===== config.mk =====
export PLATFORM = sky130hd
export DESIGN_NAME = fchr_cfg_regs
export DESIGN_NICKNAME = d
export VERILOG_FILES = /design/src/rtl/fchr_pkg.sv /design/src/rtl/fchr_cfg_regs.sv
export SDC_FILE = /design/constraint.sdc
export NUM_CORES = 1
export LEC_CHECK = 0
export BUFFER_PORTS_ARGS = -buffer_cell sky130_fd_sc_hd__buf_2
export CAP_MARGIN = 15
export CORE_ASPECT_RATIO = 2
export CORE_MARGIN = 3
export CORE_UTILIZATION = 29
export DETAILED_ROUTE_END_ITERATION = 10
export GPL_ROUTABILITY_DRIVEN = 0
export PLACE_DENSITY = 0.6
export SLEW_MARGIN = 10
export SYNTH_ARGS = -nofsm -noshare
export SYNTH_HDL_FRONTEND = slang
export SYNTH_SLANG_ARGS = --single-unit

===== constraint.sdc =====
create_clock -name clk -period 0.8 [get_ports clk]
set_input_delay 0.04 -clock clk [delete_from_list [all_inputs] [get_ports clk]]
set_output_delay 0.04 -clock clk [all_outputs]
set_load 0.005 [all_outputs]

===== src/rtl/fchr_pkg.sv =====
package fchr_pkg;

    localparam int FracW    = 16;
    localparam int UnitW    = FracW + 1;
    localparam int HueW     = 16;
    localparam int Hue6W    = 19;
    localparam int SampleW  = 32;
    localparam int CfgDataW = 32;
    localparam int AddrW    = 3;
    localparam int InDataW  = 88;
    localparam int OutDataW = 24;
    localparam int ByteW    = 8;

    localparam logic [UnitW-1:0]    QOne            = 17'h1_0000;
    localparam logic [CfgDataW-1:0] LowBoundReset   = 32'h0000_0000;
    localparam logic [CfgDataW-1:0] RangeScaleReset = 32'h0001_0000;

    typedef enum logic
    {
        REG_LOW_BOUND   = 1'b0,
        REG_RANGE_SCALE = 1'b1
    } reg_idx_t;

    typedef enum logic [2:0]
    {
        SECT_0 = 3'd0,
        SECT_1 = 3'd1,
        SECT_2 = 3'd2,
        SECT_3 = 3'd3,
        SECT_4 = 3'd4,
        SECT_5 = 3'd5
    } sector_t;

    // hue times six in Q3.16, saturation and value in Q1.16
    typedef struct packed
    {
        logic [Hue6W-1:0] h6;
        logic [UnitW-1:0] sat;
        logic [UnitW-1:0] val;
    } hsv_req_t;

endpackage


===== src/rtl/fchr_cfg_regs.sv =====
module fchr_cfg_regs
(
    input  logic                           clk,
    input  logic                           rst_n,
    input  logic                           psel,
    input  logic                           penable,
    input  logic                           pwrite,
    input  logic [fchr_pkg::AddrW-1:0]     paddr,
    input  logic [fchr_pkg::CfgDataW-1:0]  pwdata,
    output logic [fchr_pkg::CfgDataW-1:0]  prdata,
    output logic                           pready,
    output logic [fchr_pkg::CfgDataW-1:0]  low_bound,
    output logic [fchr_pkg::CfgDataW-1:0]  range_scale
);

    logic [fchr_pkg::CfgDataW-1:0] low_bound_reg;
    logic [fchr_pkg::CfgDataW-1:0] range_scale_reg;
    fchr_pkg::reg_idx_t            reg_idx;
    logic                          wr_en;

    assign reg_idx = fchr_pkg::reg_idx_t'(paddr[2]);
    assign wr_en   = psel & penable & pwrite;
    assign pready  = 1'b1;

    always_ff @(posedge clk or negedge rst_n)
    begin
        if (!rst_n)
        begin
            low_bound_reg   <= fchr_pkg::LowBoundReset;
            range_scale_reg <= fchr_pkg::RangeScaleReset;
        end
        else if (wr_en)
        begin
            unique case (reg_idx)
                fchr_pkg::REG_LOW_BOUND:   low_bound_reg   <= pwdata;
                fchr_pkg::REG_RANGE_SCALE: range_scale_reg <= pwdata;
                default: ;
            endcase
        end
    end

    always_comb
    begin
        unique case (reg_idx)
            fchr_pkg::REG_LOW_BOUND:   prdata = low_bound_reg;
            fchr_pkg::REG_RANGE_SCALE: prdata = range_scale_reg;
            default:                   prdata = '0;
        endcase
    end

    assign low_bound   = low_bound_reg;
    assign range_scale = range_scale_reg;

endmodule


==> metrics.md <==
| Metric | Value |
|---|---|
| CTS Buffer Depth | 2 |
| Clock Tree Root | clkbuf_16 |
| Hold Fails Final Rpt | 0 |
| WP data arrival | 1.14 ns |
| Iter 0 DRT Violations | 36 |
| Share of cells above drive strength 1 | between 70 and 80% |
| Max Fanout on Critical Path | 2 |
| Synth Instances | about 170 |
| Row count | between 50 and 60 |
| RR Startpoint | low_bound[30] |
| Final setup viols | 141 |
| Initial Util | between 20% and 30% |
| P_leak | 2.86 nW |
| Routed vias/inst | 4.44 |
| Adder-cell share of the synthesized area | 0% |
| Non-filler cells, final | 531 |
| Tot GR Track Use | 16.6% |
| Synth cell count leaders | 64 x mux2_2, 63 x dfrtp_1, 30 x mux2_4, 7 x buf_2, 3 x buf_6 |
| Worst EP required | 0.76 ns |
| Compound-Gate Fraction of Synth Area | 0% |
| Share of Yosys cell area claimed by the top area cell type | ~54% |
| Worst setup path startpoint | low_bound[10] |
| RSZ-0062 raised after global routing | yes |
| Mapped Area | 2910 sq um |
| Congestion Overflow GR | 0 |
| Ports | around 140 |
| Clock Latency Late Sink | 0.32 ns |
| DP Wirelength | 5440 microns |
| Final WL | 9350 microns |
| Area contributors post-synth | dfrtp_1 54%, mux2_2 25%, mux2_4 15% |
| Register area share after synthesis | 55.0% |
| Max cap viols | 0 |
| CP Launch Type | register |
| Drt pass-1 iters | 3 |
| Final max-slew violation count | 0 |
| Initial antenna violation count | 0 |
| Final min period | 1.18 ns |
| Diode count | 0 |
| Final setup TNS | -25.59 ns |
| Avg Inst Size Synth | ~17 sq um |
| Die area | 11,400 sq um |
| Vias after detailed routing | 2,355 |
| CTS Buf Count | 9 |
| Simple-gate share of the synthesized area | 1.25% |
| CTS tree | built |
| Fmax | 850 MHz |
| Distinct cells, synth | 11 |
| First-pass GRT wire length | 14,300 microns |
| CORE AREA | 9760 sq um |
| WS Path Type | register to output port |
| Outcome | finished with violations |
| Die Span X | just under 80 microns |
| Largest net degree at the start of global routing | 33 |
| Post-route antenna net violation count | 0 |
| Residual DRC | 0 |
| Number of fill cells | roughly 760 |
| Post-synthesis mux area share | 41.0% |
| Largest family of logic cells by synthesized area | multiplexers |
| H-tree depth | 3 |
| Area Growth Syn to Fin | 89.7% |
| Area share of xor/xnor cells in the synthesized design | 0% |
| Final Cycle Share | 147% |
| Pwr Density | around 2500 nW/um^2 |
| Peak VDD IR | 1.57 mV |
| Synth Register Bits | 64 |
| Max Clock Skew | 0 ns |
| Most common cell in the netlist | mux2_2 |
| Syn nets | 214 |
| Setup ws final | -0.377 ns |
| DR WL/cell | 17.6 microns |
| Layout Nets | 437 |
| Failing checks | setup timing |
| Post-synth EDFFs | 0 |
| Die height | 148 microns |
| Worst hold path class | input pin to async pin |
| Endpoint type of the worst setup path | output port |
| Leading area contributor after synthesis | dfrtp_1 |
| Clk slew on worst S/H paths | 0.05 ns |
| Synth warn | 0 |
| Port Buf Inserts | 133 |
| Commonest register cell after synthesis | dfrtp_1 |
| Vias in the first global route | 2,698 |
| Async SR Flop Fraction | between 90% and 100% |
| CTS sink cnt | 64 |
| Placed cells | 439 |
[worst paths after layout]
path | endpoint | slack, ns | cells after the start
min in group clk | low_bound[19] | 0.34 | 4
worst min-delay path | low_bound[3] | 0.23 | 3
worst max-delay path | prdata[10] | -0.38 | 2
worst min register to register | range_scale[22] | 0.53 | 1
max in group asynchronous | range_scale[20] | 0.17 | 3
worst max register to register | low_bound[30] | -0.20 | 3
[layer usage]
| layer | routed length, microns | GRT usage, % | up-vias | share of wire [%] |
|---|---|---|---|---|
| met3 | 348 | 3.41 | 13 | 3.7 |
| met5 | 0 | 0 | - | 0 |
| li1 | - | - | 1062 | - |
| met2 | 5660 | 33.3 | 73 | 61 |
| met4 | 249 | 8.08 | 0 | 2.7 |
| met1 | 3090 | 15.2 | 1207 | 33 |
[cell families after synthesis]
logic type,Yosys count
multiplexers,96
flip-flops,64
buffers and inverters,11
AND/OR/NAND/NOR,2
other,1
[cell usage in the layout (no fill, tap or decap), drive strengths merged]
master and n:
buf 190, mux2 96, dfrtp 63, dlygate4sd3 33
clkbuf 12, nand4b 1, nand4 1, conb 1
clkinv 1, dfstp 1
[power by group]
part	switching (mW)	internal, mW	leakage (nW)
clock network	1.27	2.20	0.130
registers	0.604	3.97	0.767
logic	1.70	4.08	1.97
total	3.57	10.3	2.86
[per-stage QoR]
step	hold WS [ns]	worst slack, ns	power, mW	area [sq um]	util [%]
global placement	0.0211	-0.260	7.45	3820	39.2
detailed placement	0.0254	-0.301	7.51	3820	39.2
finish	0.225	-0.377	13.8	5530	56.6
CTS	0.231	-0.385	13.6	5420	55.5
floorplan	-0.256	-0.167	5.92	2950	-
global route	0.255	-0.421	14.5	5530	56.6
[critical path, stage by stage, from the launching register on]
cell and delay [ns]:
dfrtp_1 0.41, mux2_4 0.29, buf_6 0.12
[area by class of cell]
type                            count  area, sq um  area share (%)
Clock buffer                       12          256            4.64
Timing Repair Buffer              223         2100            38.0
Multi-Input combinational cell     99         1400            25.2
Sequential cell                    64         1600            29.0
Tap cell                          132          165            2.99
Clock inverter                      1         5.00          0.0906
[timing repair]
item	4_1_cts	5_1_grt
hold buffers	33	0
setup endpoints to repair	98	145
resized for setup	138	53
buffers inserted	44	35
hold endpoints to repair	128	0
No activity file was read; power rests on OpenSTA's default activity.
