### config.mk
export PLATFORM = sky130hd
export DESIGN_NAME = fchr_norm
export DESIGN_NICKNAME = d
export VERILOG_FILES = /design/src/rtl/fchr_pkg.sv /design/src/rtl/fchr_norm.sv
export SDC_FILE = /design/constraint.sdc
export NUM_CORES = 2
export LEC_CHECK = 0
export BUFFER_PORTS_ARGS = -buffer_cell sky130_fd_sc_hd__buf_2
export CORE_UTILIZATION = 29
export DETAILED_ROUTE_END_ITERATION = 7
export GPL_ROUTABILITY_DRIVEN = 0
export SLEW_MARGIN = 10
export SYNTH_ARGS = -nofsm -noshare
export SYNTH_HDL_FRONTEND = slang
export SYNTH_SLANG_ARGS = --single-unit
### constraint.sdc
create_clock -name clk -period 7.35 [get_ports clk]
set_input_delay 0.3675 -clock clk [delete_from_list [all_inputs] [get_ports clk]]
set_output_delay 0.3675 -clock clk [all_outputs]
set_load 0.005 [all_outputs]
### src/rtl/fchr_pkg.sv
package fchr_pkg;

    localparam int FracW    = 16;
    localparam int UnitW    = FracW + 1;
    localparam int HueW     = 16;
    localparam int Hue6W    = 19;
    localparam int SampleW  = 32;
    localparam int CfgDataW = 32;
    localparam int AddrW    = 3;
    localparam int InDataW  = 88;
    localparam int OutDataW = 24;
    localparam int ByteW    = 8;

    localparam logic [UnitW-1:0]    QOne            = 17'h1_0000;
    localparam logic [CfgDataW-1:0] LowBoundReset   = 32'h0000_0000;
    localparam logic [CfgDataW-1:0] RangeScaleReset = 32'h0001_0000;

    typedef enum logic
    {
        REG_LOW_BOUND   = 1'b0,
        REG_RANGE_SCALE = 1'b1
    } reg_idx_t;

    typedef enum logic [2:0]
    {
        SECT_0 = 3'd0,
        SECT_1 = 3'd1,
        SECT_2 = 3'd2,
        SECT_3 = 3'd3,
        SECT_4 = 3'd4,
        SECT_5 = 3'd5
    } sector_t;

    // hue times six in Q3.16, saturation and value in Q1.16
    typedef struct packed
    {
        logic [Hue6W-1:0] h6;
        logic [UnitW-1:0] sat;
        logic [UnitW-1:0] val;
    } hsv_req_t;

endpackage

### src/rtl/fchr_norm.sv
module fchr_norm
(
    input  logic                           clk,
    input  logic                           rst_n,
    input  logic                           in_valid,
    output logic                           in_ready,
    input  logic                           mode,
    input  logic [fchr_pkg::SampleW-1:0]   sample,
    input  logic [fchr_pkg::HueW-1:0]      hue_in,
    input  logic [fchr_pkg::UnitW-1:0]     saturation,
    input  logic [fchr_pkg::UnitW-1:0]     brightness,
    input  logic [fchr_pkg::CfgDataW-1:0]  low_bound,
    input  logic [fchr_pkg::CfgDataW-1:0]  range_scale,
    output logic                           out_valid,
    input  logic                           out_ready,
    output fchr_pkg::hsv_req_t             out_req
);

    localparam int DiffW = fchr_pkg::SampleW + 1;
    localparam int ProdW = fchr_pkg::FracW + fchr_pkg::CfgDataW;

    logic en1, en2, en3;

    // stage 1: offset
    logic                          v1_reg;
    logic                          mode1_reg;
    logic [DiffW-1:0]              d1_reg;
    logic [fchr_pkg::HueW-1:0]     hue1_reg;
    logic [fchr_pkg::UnitW-1:0]    sat1_reg;
    logic [fchr_pkg::UnitW-1:0]    val1_reg;
    logic [DiffW-1:0]              d1_next;

    // stage 2: scale products
    logic                          v2_reg;
    logic                          mode2_reg;
    logic                          pos2_reg;
    logic [ProdW-1:0]              phi2_reg;
    logic [ProdW-1:0]              plo2_reg;
    logic [fchr_pkg::HueW-1:0]     hue2_reg;
    logic [fchr_pkg::UnitW-1:0]    sat2_reg;
    logic [fchr_pkg::UnitW-1:0]    val2_reg;

    // stage 3: clamp and hue
    logic                          v3_reg;
    fchr_pkg::hsv_req_t            req3_reg;
    fchr_pkg::hsv_req_t            req3_next;
    logic [ProdW:0]                n_sum;
    logic [fchr_pkg::UnitW-1:0]    n_frac;

    assign en3      = !v3_reg | out_ready;
    assign en2      = !v2_reg | en3;
    assign en1      = !v1_reg | en2;
    assign in_ready = en1;

    assign d1_next = {sample[fchr_pkg::SampleW-1], sample}
                   - {low_bound[fchr_pkg::CfgDataW-1], low_bound};

    always_ff @(posedge clk or negedge rst_n)
    begin
        if (!rst_n)
        begin
            v1_reg <= 1'b0;
            v2_reg <= 1'b0;
            v3_reg <= 1'b0;
        end
        else
        begin
            if (en1)
                v1_reg <= in_valid;
            if (en2)
                v2_reg <= v1_reg;
            if (en3)
                v3_reg <= v2_reg;
        end
    end

    always_ff @(posedge clk)
    begin
        if (en1)
        begin
            mode1_reg <= mode;
            d1_reg    <= d1_next;
            hue1_reg  <= hue_in;
            sat1_reg  <= (saturation > fchr_pkg::QOne) ? fchr_pkg::QOne : saturation;
            val1_reg  <= (brightness > fchr_pkg::QOne) ? fchr_pkg::QOne : brightness;
        end
        if (en2)
        begin
            mode2_reg <= mode1_reg;
            pos2_reg  <= !d1_reg[DiffW-1] && (d1_reg != '0);
            // a positive offset fits in 32 bits: split into high and low halves
            phi2_reg  <= {{(ProdW-16){1'b0}}, d1_reg[31:16]}
                       * {{(ProdW-fchr_pkg::CfgDataW){1'b0}}, range_scale};
            plo2_reg  <= {{(ProdW-16){1'b0}}, d1_reg[15:0]}
                       * {{(ProdW-fchr_pkg::CfgDataW){1'b0}}, range_scale};
            hue2_reg  <= hue1_reg;
            sat2_reg  <= sat1_reg;
            val2_reg  <= val1_reg;
        end
        if (en3)
            req3_reg <= req3_next;
    end

    always_comb
    begin
        n_sum = {1'b0, phi2_reg} + {17'd0, plo2_reg[ProdW-1:16]};
        if (!pos2_reg)
            n_frac = '0;
        else if (n_sum > {{(ProdW-16){1'b0}}, fchr_pkg::QOne})
            n_frac = fchr_pkg::QOne;
        else
            n_frac = n_sum[fchr_pkg::UnitW-1:0];

        if (mode2_reg)
        begin
            req3_next.h6  = {1'b0, hue2_reg, 2'b00} + {2'b00, hue2_reg, 1'b0};
            req3_next.sat = sat2_reg;
            req3_next.val = val2_reg;
        end
        else
        begin
            req3_next.h6  = {(fchr_pkg::QOne - n_frac), 2'b00};
            req3_next.sat = fchr_pkg::QOne;
            req3_next.val = fchr_pkg::QOne;
        end
    end

    assign out_valid = v3_reg;
    assign out_req   = req3_reg;

endmodule

==> flow_summary_export.csv <==
group,metric,value,unit
critical_path,crit_fanout,18,
clock_network,root_buffer,"clkbuf_16",
timing,max_slew.worst_pin.slew,977,ps
place,portBuffers,204,
route,drc,0,
global_route,grt_pass1_vias,35900,
global_route,grt_pass1_wl,194000,um
run,max_cap_viol_count,0,
critical_path,startpoint,"d1_reg[28]$_DFFE_PP_",
synth,synth_seq_cells,271,
die,rows,145,
layout,areaGrowthSynthToFinish,13.2,%
die,ioPinCount,206,
outcome,run_status,"completed",
route,vias,33500,
synth,synth_edf_count,268,
clock_network,cts_sinks,271,
global_route,overflow,0,
global_route,grt_usage,15.4,%
clock_network,clockBufferDepth,3,
synth,netlist_area,45600,um2
synth,syn_nets,6102,
synth,yosysMostFrequentCell,"inv_1",
layout,largest_register_ffs,52,
synth,async_reset_ff_share,1.11,%
global_route,grt_max_degree,69,
timing,fmax,141,MHz
route,wl_per_cell,17.1,um
global_route,antenna_found_initial,7,
critical_path,critPathRequiredTime,7700,ps
die,fp.dieW,398,um
clock_network,cts_tree,"yes",
timing,setup_viol,0,
synth,synth_area_leaders,"fa_1 37%, edfxtp_1 18%, ha_1 8.8%",
clock_network,cts_buffers,28,
critical_path,start_kind,"flip-flop",
synth,seq_area_frac_synth,17.8,%
synth,ys_top_cells_by_count,"973 x inv_1, 838 x fa_1, 711 x nand2_1",
die,core_area,156000,um2
clock_network,path_clk_slew,80,ps
route,routed_wl,122000,um
timing,post-route-period-util,96.7,%
synth,synthAdderAreaFrac,45.6,%
synth,synth_warnings,0,
die,die_h,398,um
route,viasPerCell,4.68,
timing,slew_violations,0,
layout,final_util,33.1,%
clock_network,cts.htree.levels,1,
clock_network,clk_latency,620,ps
route,drtIter0Drc,2031,
synth,synthFlopType,"edfxtp_1",
critical_path,reg2reg_from,"d1_reg[28]$_DFFE_PP_",
place,dpl_worst_slack,-60.9,ps
synth,yosys.area.top_type,"fa_1",
critical_path,worst_setup_path_end_kind,"flip-flop",
critical_path,r2r_setup_slack,250,ps
worst_hold_path,hold_class,"in -> reg",
critical_path,critPathKind,"reg -> reg",
die,start_util,29.2,%
layout,final_nets,6373,
timing,final-hold-violation-count,0,
route,detail-route-antenna-nets,0,
critical_path,r2r_cells,24,
timing,finClkSkew,34.0,ps
synth,yosys.area_share.simple,17.0,%
critical_path,r2r-end,"phi2_reg[46]$_DFFE_PP_",
synth,synth_top_area_share,36.8,%
timing,setup_ws,246,ps
critical_path,cp-endpoint,"phi2_reg[46]$_DFFE_PP_",
critical_path,arrival,7460,ps
layout,drive_gt1_share,11.0,%
synth,synth_mux_area_share,0.313,%
timing,slew_headroom,34.9,%
die,dieArea,159000,um2
timing,finalCriticalPeriod,7100,ps
synth,ys_types,104,
synth,syn_avg_cell_area,9.51,um2
synth,syn_inst,4794,
place,dp_hpwl,102000,um
route,drtPass1Iterations,5,
synth,synth-xor-area-share,2.48,%
synth,synth_top_family_by_area,"adder cells",
synth,synth_compound_area_share,6.90,%
## worst min-delay path by stage
stage	cells after the start	slack, ps	from	endpoint
final	1	70	saturation[16]	sat1_reg[16]$_SDFFCE_PN1P_
after global routing	2	60	brightness[0]	val1_reg[0]$_SDFFCE_PN0P_
after CTS	1	20	saturation[16]	sat1_reg[16]$_SDFFCE_PN1P_
after detailed placement	1	170	rst_n	out_valid$_DFFE_PN0P_
after global placement	1	170	rst_n	out_valid$_DFFE_PN0P_
after floorplan	0	70	rst_n	out_valid$_DFFE_PN0P_
## per-layer routing
metal  up-vias  share of wire (%)  track usage, %
met3       165                6.2            2.34
met5         -              0.042               0
met2      1063                 47            26.4
met4        10                2.2            3.53
li1      15300                  -               -
met1     16900                 44            20.4
## cell usage in the layout, fill, tap and decap left out, drive strengths merged, types with 29 or more instances in the layout
cell and n:
nand2 711, a21oi 130, xnor2 88, inv 976
nor2 117, nor2b 54, buf 446, clkbuf 29
xor2 41, o21ai 87, nand4 31, a21o 63
nor3 32, nand3 46, edfxtp 268, fa 838
ha 319, and2 462
## worst max-delay path, cell delays in order, from the launching register on
cell	delay, ps
edfxtp_1	620
buf_4	260
buf_4	270
nand2_1	100
fa_1	480
inv_1	60
fa_1	490
fa_1	550
fa_1	440
fa_1	490
inv_1	50
fa_1	470
inv_1	40
ha_1	280
a211oi_1	320
o211ai_1	170
o211ai_1	370
o21ai_1	170
a21oi_2	190
a211oi_1	110
o21a_1	180
or2_2	280
a21o_1	180
a21oi_1	170
xnor2_1	80
## stage by stage
stage	setup TNS, ps	std cells	area [um2]	hold WS [ps]
2_1_floorplan	0	4794	45600	71.9
3_3_place_gp	-11.7	7062	50200	165
3_5_place_dp	-85.7	7062	50200	168
4_1_cts	0	7133	51400	22.0
5_1_grt	-21.3	7144	51600	55.6
6_report	0	7145	51600	67.4
## what timing repair did
action	in CTS	in global routing
hold endpoints to repair	21	0
hold buffers	19	0
gates resized for setup	0	32
gates cloned	0	0
setup endpoints to repair	1	14
pin swaps	0	10
setup buffers	1	13
## cell families (layout without fill, tap and decap cells)
kind of cell	after synthesis	after routing
adders and majority gates	1157	1157
DFF	271	271
other	1	2
muxes	14	14
and+or+nand+nor	1564	1564
xor gates and xnor gates	129	129
AOI/OAI and AO/OA	460	460
buffers and inverters	1198	1490
## cell type report
| class | count | area (um2) |
|---|---|---|
| antenna | 1 | 2.50 |
| clock buffer | 29 | 704 |
| clock inverter | 22 | 203 |
| fill | 15900 | 104000 |
| inverter | 974 | 3660 |
| multi-input combinational | 3325 | 33000 |
| sequential | 271 | 8120 |
| tap | 2058 | 2570 |
| timing repair buffer | 465 | 3280 |
Power is not shown: default switching activity piles up to over one toggle a cycle in this logic, so the estimate is an artifact.
