<file path="config.mk">
export PLATFORM = sky130hd
export DESIGN_NAME = fchr_hsv
export DESIGN_NICKNAME = d
export VERILOG_FILES = /design/src/rtl/fchr_pkg.sv /design/src/rtl/fchr_hsv.sv
export SDC_FILE = /design/constraint.sdc
export NUM_CORES = 2
export LEC_CHECK = 0
export ABC_AREA = 1
export BUFFER_PORTS_ARGS = -buffer_cell sky130_fd_sc_hd__buf_2
export CAP_MARGIN = 40
export CORE_ASPECT_RATIO = 1.2
export CORE_MARGIN = 1.5
export CORE_UTILIZATION = 40
export CTS_CLUSTER_SIZE = 40
export DETAILED_ROUTE_END_ITERATION = 8
export PLACE_DENSITY = 0.65
export SYNTH_ARGS = -nofsm -noshare
export SYNTH_HDL_FRONTEND = slang
export SYNTH_SLANG_ARGS = --single-unit
</file>
<file path="constraint.sdc">
create_clock -name clk -period 7.19 [get_ports clk]
set_input_delay 1.7975 -clock clk [delete_from_list [all_inputs] [get_ports clk]]
set_output_delay 1.7975 -clock clk [all_outputs]
set_load 0.05 [all_outputs]
</file>
<file path="src/rtl/fchr_pkg.sv">
package fchr_pkg;

    localparam int FracW    = 16;
    localparam int UnitW    = FracW + 1;
    localparam int HueW     = 16;
    localparam int Hue6W    = 19;
    localparam int SampleW  = 32;
    localparam int CfgDataW = 32;
    localparam int AddrW    = 3;
    localparam int InDataW  = 88;
    localparam int OutDataW = 24;
    localparam int ByteW    = 8;

    localparam logic [UnitW-1:0]    QOne            = 17'h1_0000;
    localparam logic [CfgDataW-1:0] LowBoundReset   = 32'h0000_0000;
    localparam logic [CfgDataW-1:0] RangeScaleReset = 32'h0001_0000;

    typedef enum logic
    {
        REG_LOW_BOUND   = 1'b0,
        REG_RANGE_SCALE = 1'b1
    } reg_idx_t;

    typedef enum logic [2:0]
    {
        SECT_0 = 3'd0,
        SECT_1 = 3'd1,
        SECT_2 = 3'd2,
        SECT_3 = 3'd3,
        SECT_4 = 3'd4,
        SECT_5 = 3'd5
    } sector_t;

    // hue times six in Q3.16, saturation and value in Q1.16
    typedef struct packed
    {
        logic [Hue6W-1:0] h6;
        logic [UnitW-1:0] sat;
        logic [UnitW-1:0] val;
    } hsv_req_t;

endpackage

</file>
<file path="src/rtl/fchr_hsv.sv">
module fchr_hsv
(
    input  logic                        clk,
    input  logic                        rst_n,
    input  logic                        in_valid,
    output logic                        in_ready,
    input  fchr_pkg::hsv_req_t          in_req,
    output logic                        out_valid,
    input  logic                        out_ready,
    output logic [fchr_pkg::ByteW-1:0]  red,
    output logic [fchr_pkg::ByteW-1:0]  green,
    output logic [fchr_pkg::ByteW-1:0]  blue
);

    localparam int UW = fchr_pkg::UnitW;
    localparam int PW = 2 * UW;

    // ch*255 as ch*256 - ch; for a full-scale channel ch*256 wraps to zero in 24 bits
    function automatic logic [fchr_pkg::ByteW-1:0] to_byte(input logic [UW-1:0] ch);
        logic [23:0] prod;
        begin
            prod    = {ch[15:0], 8'd0} - {7'd0, ch};
            to_byte = prod[23:16];
        end
    endfunction

    logic en4, en5, en6;

    // stage 4: s*f, s*(1-f), p
    logic               v4_reg;
    fchr_pkg::sector_t  sect4_reg;
    logic               gray4_reg;
    logic [UW-1:0]      val4_reg;
    logic [UW-1:0]      a4_reg;
    logic [UW-1:0]      b4_reg;
    logic [UW-1:0]      p4_reg;
    logic [15:0]        frac;
    logic [UW-1:0]      frac_inv;
    logic [PW-1:0]      sf_prod;
    logic [PW-1:0]      sg_prod;
    logic [PW-1:0]      p_prod;

    // stage 5: q, t
    logic               v5_reg;
    fchr_pkg::sector_t  sect5_reg;
    logic               gray5_reg;
    logic [UW-1:0]      val5_reg;
    logic [UW-1:0]      p5_reg;
    logic [UW-1:0]      q5_reg;
    logic [UW-1:0]      t5_reg;
    logic [PW-1:0]      q_prod;
    logic [PW-1:0]      t_prod;

    // stage 6: channel select and byte scaling
    logic                       v6_reg;
    logic [fchr_pkg::ByteW-1:0] red_reg, green_reg, blue_reg;
    logic [UW-1:0]              r_ch, g_ch, b_ch;

    assign en6      = !v6_reg | out_ready;
    assign en5      = !v5_reg | en6;
    assign en4      = !v4_reg | en5;
    assign in_ready = en4;

    assign frac     = in_req.h6[15:0];
    assign frac_inv = fchr_pkg::QOne - {1'b0, frac};
    assign sf_prod  = in_req.sat * {1'b0, frac};
    assign sg_prod  = in_req.sat * frac_inv;
    assign p_prod   = in_req.val * (fchr_pkg::QOne - in_req.sat);
    assign q_prod   = val4_reg * a4_reg;
    assign t_prod   = val4_reg * b4_reg;

    always_ff @(posedge clk or negedge rst_n)
    begin
        if (!rst_n)
        begin
            v4_reg <= 1'b0;
            v5_reg <= 1'b0;
            v6_reg <= 1'b0;
        end
        else
        begin
            if (en4)
                v4_reg <= in_valid;
            if (en5)
                v5_reg <= v4_reg;
            if (en6)
                v6_reg <= v5_reg;
        end
    end

    always_ff @(posedge clk)
    begin
        if (en4)
        begin
            sect4_reg <= fchr_pkg::sector_t'(in_req.h6[18:16]);
            gray4_reg <= (in_req.sat == '0);
            val4_reg  <= in_req.val;
            a4_reg    <= fchr_pkg::QOne - sf_prod[32:16];
            b4_reg    <= fchr_pkg::QOne - sg_prod[32:16];
            p4_reg    <= p_prod[32:16];
        end
        if (en5)
        begin
            sect5_reg <= sect4_reg;
            gray5_reg <= gray4_reg;
            val5_reg  <= val4_reg;
            p5_reg    <= p4_reg;
            q5_reg    <= q_prod[32:16];
            t5_reg    <= t_prod[32:16];
        end
        if (en6)
        begin
            red_reg   <= to_byte(r_ch);
            green_reg <= to_byte(g_ch);
            blue_reg  <= to_byte(b_ch);
        end
    end

    always_comb
    begin
        if (gray5_reg)
        begin
            r_ch = val5_reg;
            g_ch = val5_reg;
            b_ch = val5_reg;
        end
        else
        begin
            case (sect5_reg)
                fchr_pkg::SECT_0: begin r_ch = val5_reg; g_ch = t5_reg;   b_ch = p5_reg;   end
                fchr_pkg::SECT_1: begin r_ch = q5_reg;   g_ch = val5_reg; b_ch = p5_reg;   end
                fchr_pkg::SECT_2: begin r_ch = p5_reg;   g_ch = val5_reg; b_ch = t5_reg;   end
                fchr_pkg::SECT_3: begin r_ch = p5_reg;   g_ch = q5_reg;   b_ch = val5_reg; end
                fchr_pkg::SECT_4: begin r_ch = t5_reg;   g_ch = p5_reg;   b_ch = val5_reg; end
                default:          begin r_ch = val5_reg; g_ch = p5_reg;   b_ch = q5_reg;   end
            endcase
        end
    end

    assign out_valid = v6_reg;
    assign red       = red_reg;
    assign green     = green_reg;
    assign blue      = blue_reg;

endmodule

</file>
==> flow_summary.yaml <==
clocking:
  cts_buffers: 17
  clk_pin_slew_ns: 0.08
  insertion_delay_ns: 0.50
  clock_sinks: 171
  cts_tree: "yes"
  cts_buffer_depth: 2
  htree_levels: 4
  root_buffer: "clkbuf_16"
logic_synthesis:
  synth-main-ff-cell: "edfxtp_1"
  syn_area_per_cell_um2: 7.56
  yosys_warnings: 0
  synth_edf_count: 168
  ys_seq_area_share_pct: 8.77
  ys_ff_latch: 171
  syn_inst: 7714
  yosysTopAreaCellShare_pct: 38.0
  ys_types: 59
  synth_nets: 9428
  synthesis.area_mm2: 0.0584
  yosysTopAreaCell: "fa_1"
  synth_area_leaders: "fa_1, nand2_1, inv_1"
  synthArstFlopShare_pct: 1.75
hold_path:
  min_from: "gray4_reg$_DFFE_PP_"
  hold_path_depth: 0
  min_to: "gray5_reg$_DFFE_PP_"
  hp-class: "reg2reg"
floorplanning:
  rows: 153
  initial_core_util_pct: 40.3
  die_w_um: 352
  dieArea_mm2: 0.148
  coreArea_mm2: 0.145
  die-height_um: 421
  ioPinCount: 83
detailed_routing:
  avgRoutedWirePerCell_um: 17.8
  wl_mm: 182
  drt_iter0_markers: 3236
  antenna_left: 0
  drcViolationCount: 0
  via_per_inst: 4.98
  top_layer: "met4"
  route.met3.wl_mm: 9.85
  vias: 50883
  wl_met2_mm: 90.6
  firstDrtPassIters: 7
  met1Wirelength_mm: 70.7
sta:
  clock_skew_ns: 0.0167
  tns_ns: -19.41
  rsz0062_at_grt: "true"
  hold_viol: 0
  setup_slack_ns: -0.738
  finalSetupViolCount: 40
  fin_crit_sh_pct: 110
  relSlewSlack_pct: 36.7
  drv_slew: 0
  period_minus_slack_ns: 7.93
  timing.fmax_mhz: 126
  worstMarginPinSlew_ns: 0.949
worst_setup_path:
  slowest_stage: "fa_1"
  rr_worst_depth: 20
  r2r-start: "a4_reg[4]$_DFFE_PP_"
  endpoint_kind: "register"
  worst_ep_required_time_ns: 7.43
  cp_max_fo: 7
  r2r_end: "q5_reg[4]$_DFFE_PP_"
  slowest_delay_ns: 0.53
  rrSetupSlack_ns: 0.52
  start_kind: "input pin"
  worst_ep_arrival_time_ns: 8.16
  critPathKind: "in2reg"
run:
  max_cap_violations: 0
placed_design:
  dpl.cell_count: 10078
  dpl.hpwl_mm: 152
  place.gp.congestion: 0.961
  portBuffers: 82
outcome:
  failed_checks: "negative setup slack"
  status: "finished, violations left"
global_route:
  grt_overflow_total: 0
  grt_pass1_wl_mm: 288
  grt_max_degree: 62
  antenna_found_initial: 1
  grt_pass1_vias: 53677
  grt_usage_pct: 25.0
final_layout:
  area_growth_syn_to_layout_pct: 19.6
  nNetsFinal: 9984
  stdcell_count: 10222
  final_layout_size_suffix_gt1_share_pct: 17.3
worst max path at each step:
stage | to | cells after the start | from
floorplan | b4_reg[16]$_DFFE_PP_ | 38 | in_req[34]
global placement | p4_reg[16]$_DFFE_PP_ | 29 | in_req[18]
detailed placement | p4_reg[16]$_DFFE_PP_ | 29 | in_req[18]
CTS | b4_reg[7]$_DFFE_PP_ | 35 | in_req[35]
global route | b4_reg[7]$_DFFE_PP_ | 32 | in_req[42]
finish | b4_reg[7]$_DFFE_PP_ | 33 | in_req[36]
per-layer routing:
layer	global-route usage [%]	up-vias
met4	12.2	0
met5	0	-
li1	-	23682
met3	2.33	417
met2	44.2	1634
met1	30.3	25150
cells by family (layout without fill, tap and decap cells):
kind of cell               after synthesis  count (layout)  synth area share, %
and+or+nand+nor                       3048            3048                 20.9
adders and majority gates             1657            1657                 49.8
DFF                                    171             171                 8.77
xor gates and xnor gates                90              90                 1.40
AOI/OAI and AO/OA                      413             413                 3.95
buffers and inverters                 2335            2904                 15.1
other                                    0               2                    0
placed cells by master, fill, tap and decap left out, drive strengths merged, types with 4 or more instances in the layout:
cell      instances
xnor2            33
a221oi            4
clkbuf           23
nand3           192
a21oi           211
edfxtp          168
xor2             56
ha              548
fa             1109
clkinvlp          7
o21ai           115
nor4             16
nor3             47
o21a              8
nand3b           10
clkinv           13
or2              25
a31oi             9
buf             819
nor2            456
and3              4
o211ai            7
nand2          2217
o221ai            5
nand4            64
o2111ai          10
a211oi            4
a21o             12
a21boi            5
o21bai           15
and2             13
inv            2040
metrics by stage:
step | util (%) | hold WS (ns) | instance area (µm²) | setup slack [ns]
2_1_floorplan | - | 0.400 | 59100 | -1.07
3_3_place_gp | 45.3 | 0.403 | 65600 | -1.72
3_5_place_dp | 45.4 | 0.405 | 65800 | -1.76
4_1_cts | 47.1 | 0.422 | 68200 | -0.643
5_1_grt | 48.2 | 0.430 | 69800 | -1.04
6_report | 48.2 | 0.420 | 69800 | -0.738
worst max-delay path: cells and delay by family:
family / cells / cell delay [ns]
simple gates: 19 / 2.35
fa+ha+maj: 7 / 3.21
buf+inv: 6 / 0.51
xor+xnor: 1 / 0.27
cell usage after synthesis (all sizes together) (7+ instances only):
cell	number
edfxtp	168
ha	548
and2	13
o2111ai	10
nand2	2217
o21bai	15
nand4	64
nor3	47
xnor2	33
inv	2036
nor4	16
a31oi	9
buf	52
nand3	192
clkbuf	240
a21o	12
fa	1109
o21ai	115
clkinv	7
xor2	56
o21a	8
o211ai	7
a21oi	211
nor2	456
or2	25
nand3b	10
cell type report:
cell class	instances	area [µm²]
tap	1937	2420
timing repair inverter	4	30.0
antenna	2	5.00
timing repair buffer	825	6890
clock inverter	15	239
sequential	171	5120
clock buffer	17	425
multi-input combinational	5208	46900
inverter	2043	7730
fill	14117	75100
repair_timing:
item	CTS	global route
endpoints found under the hold margin	0	0
setup endpoints to repair	49	49
buffers inserted	66	45
gates resized for setup	359	306
cloned	5	1
pin swaps	145	119
hold buffers	0	0
Power is not shown: default switching activity piles up to over one toggle a cycle in this logic, so the estimate is an artifact.
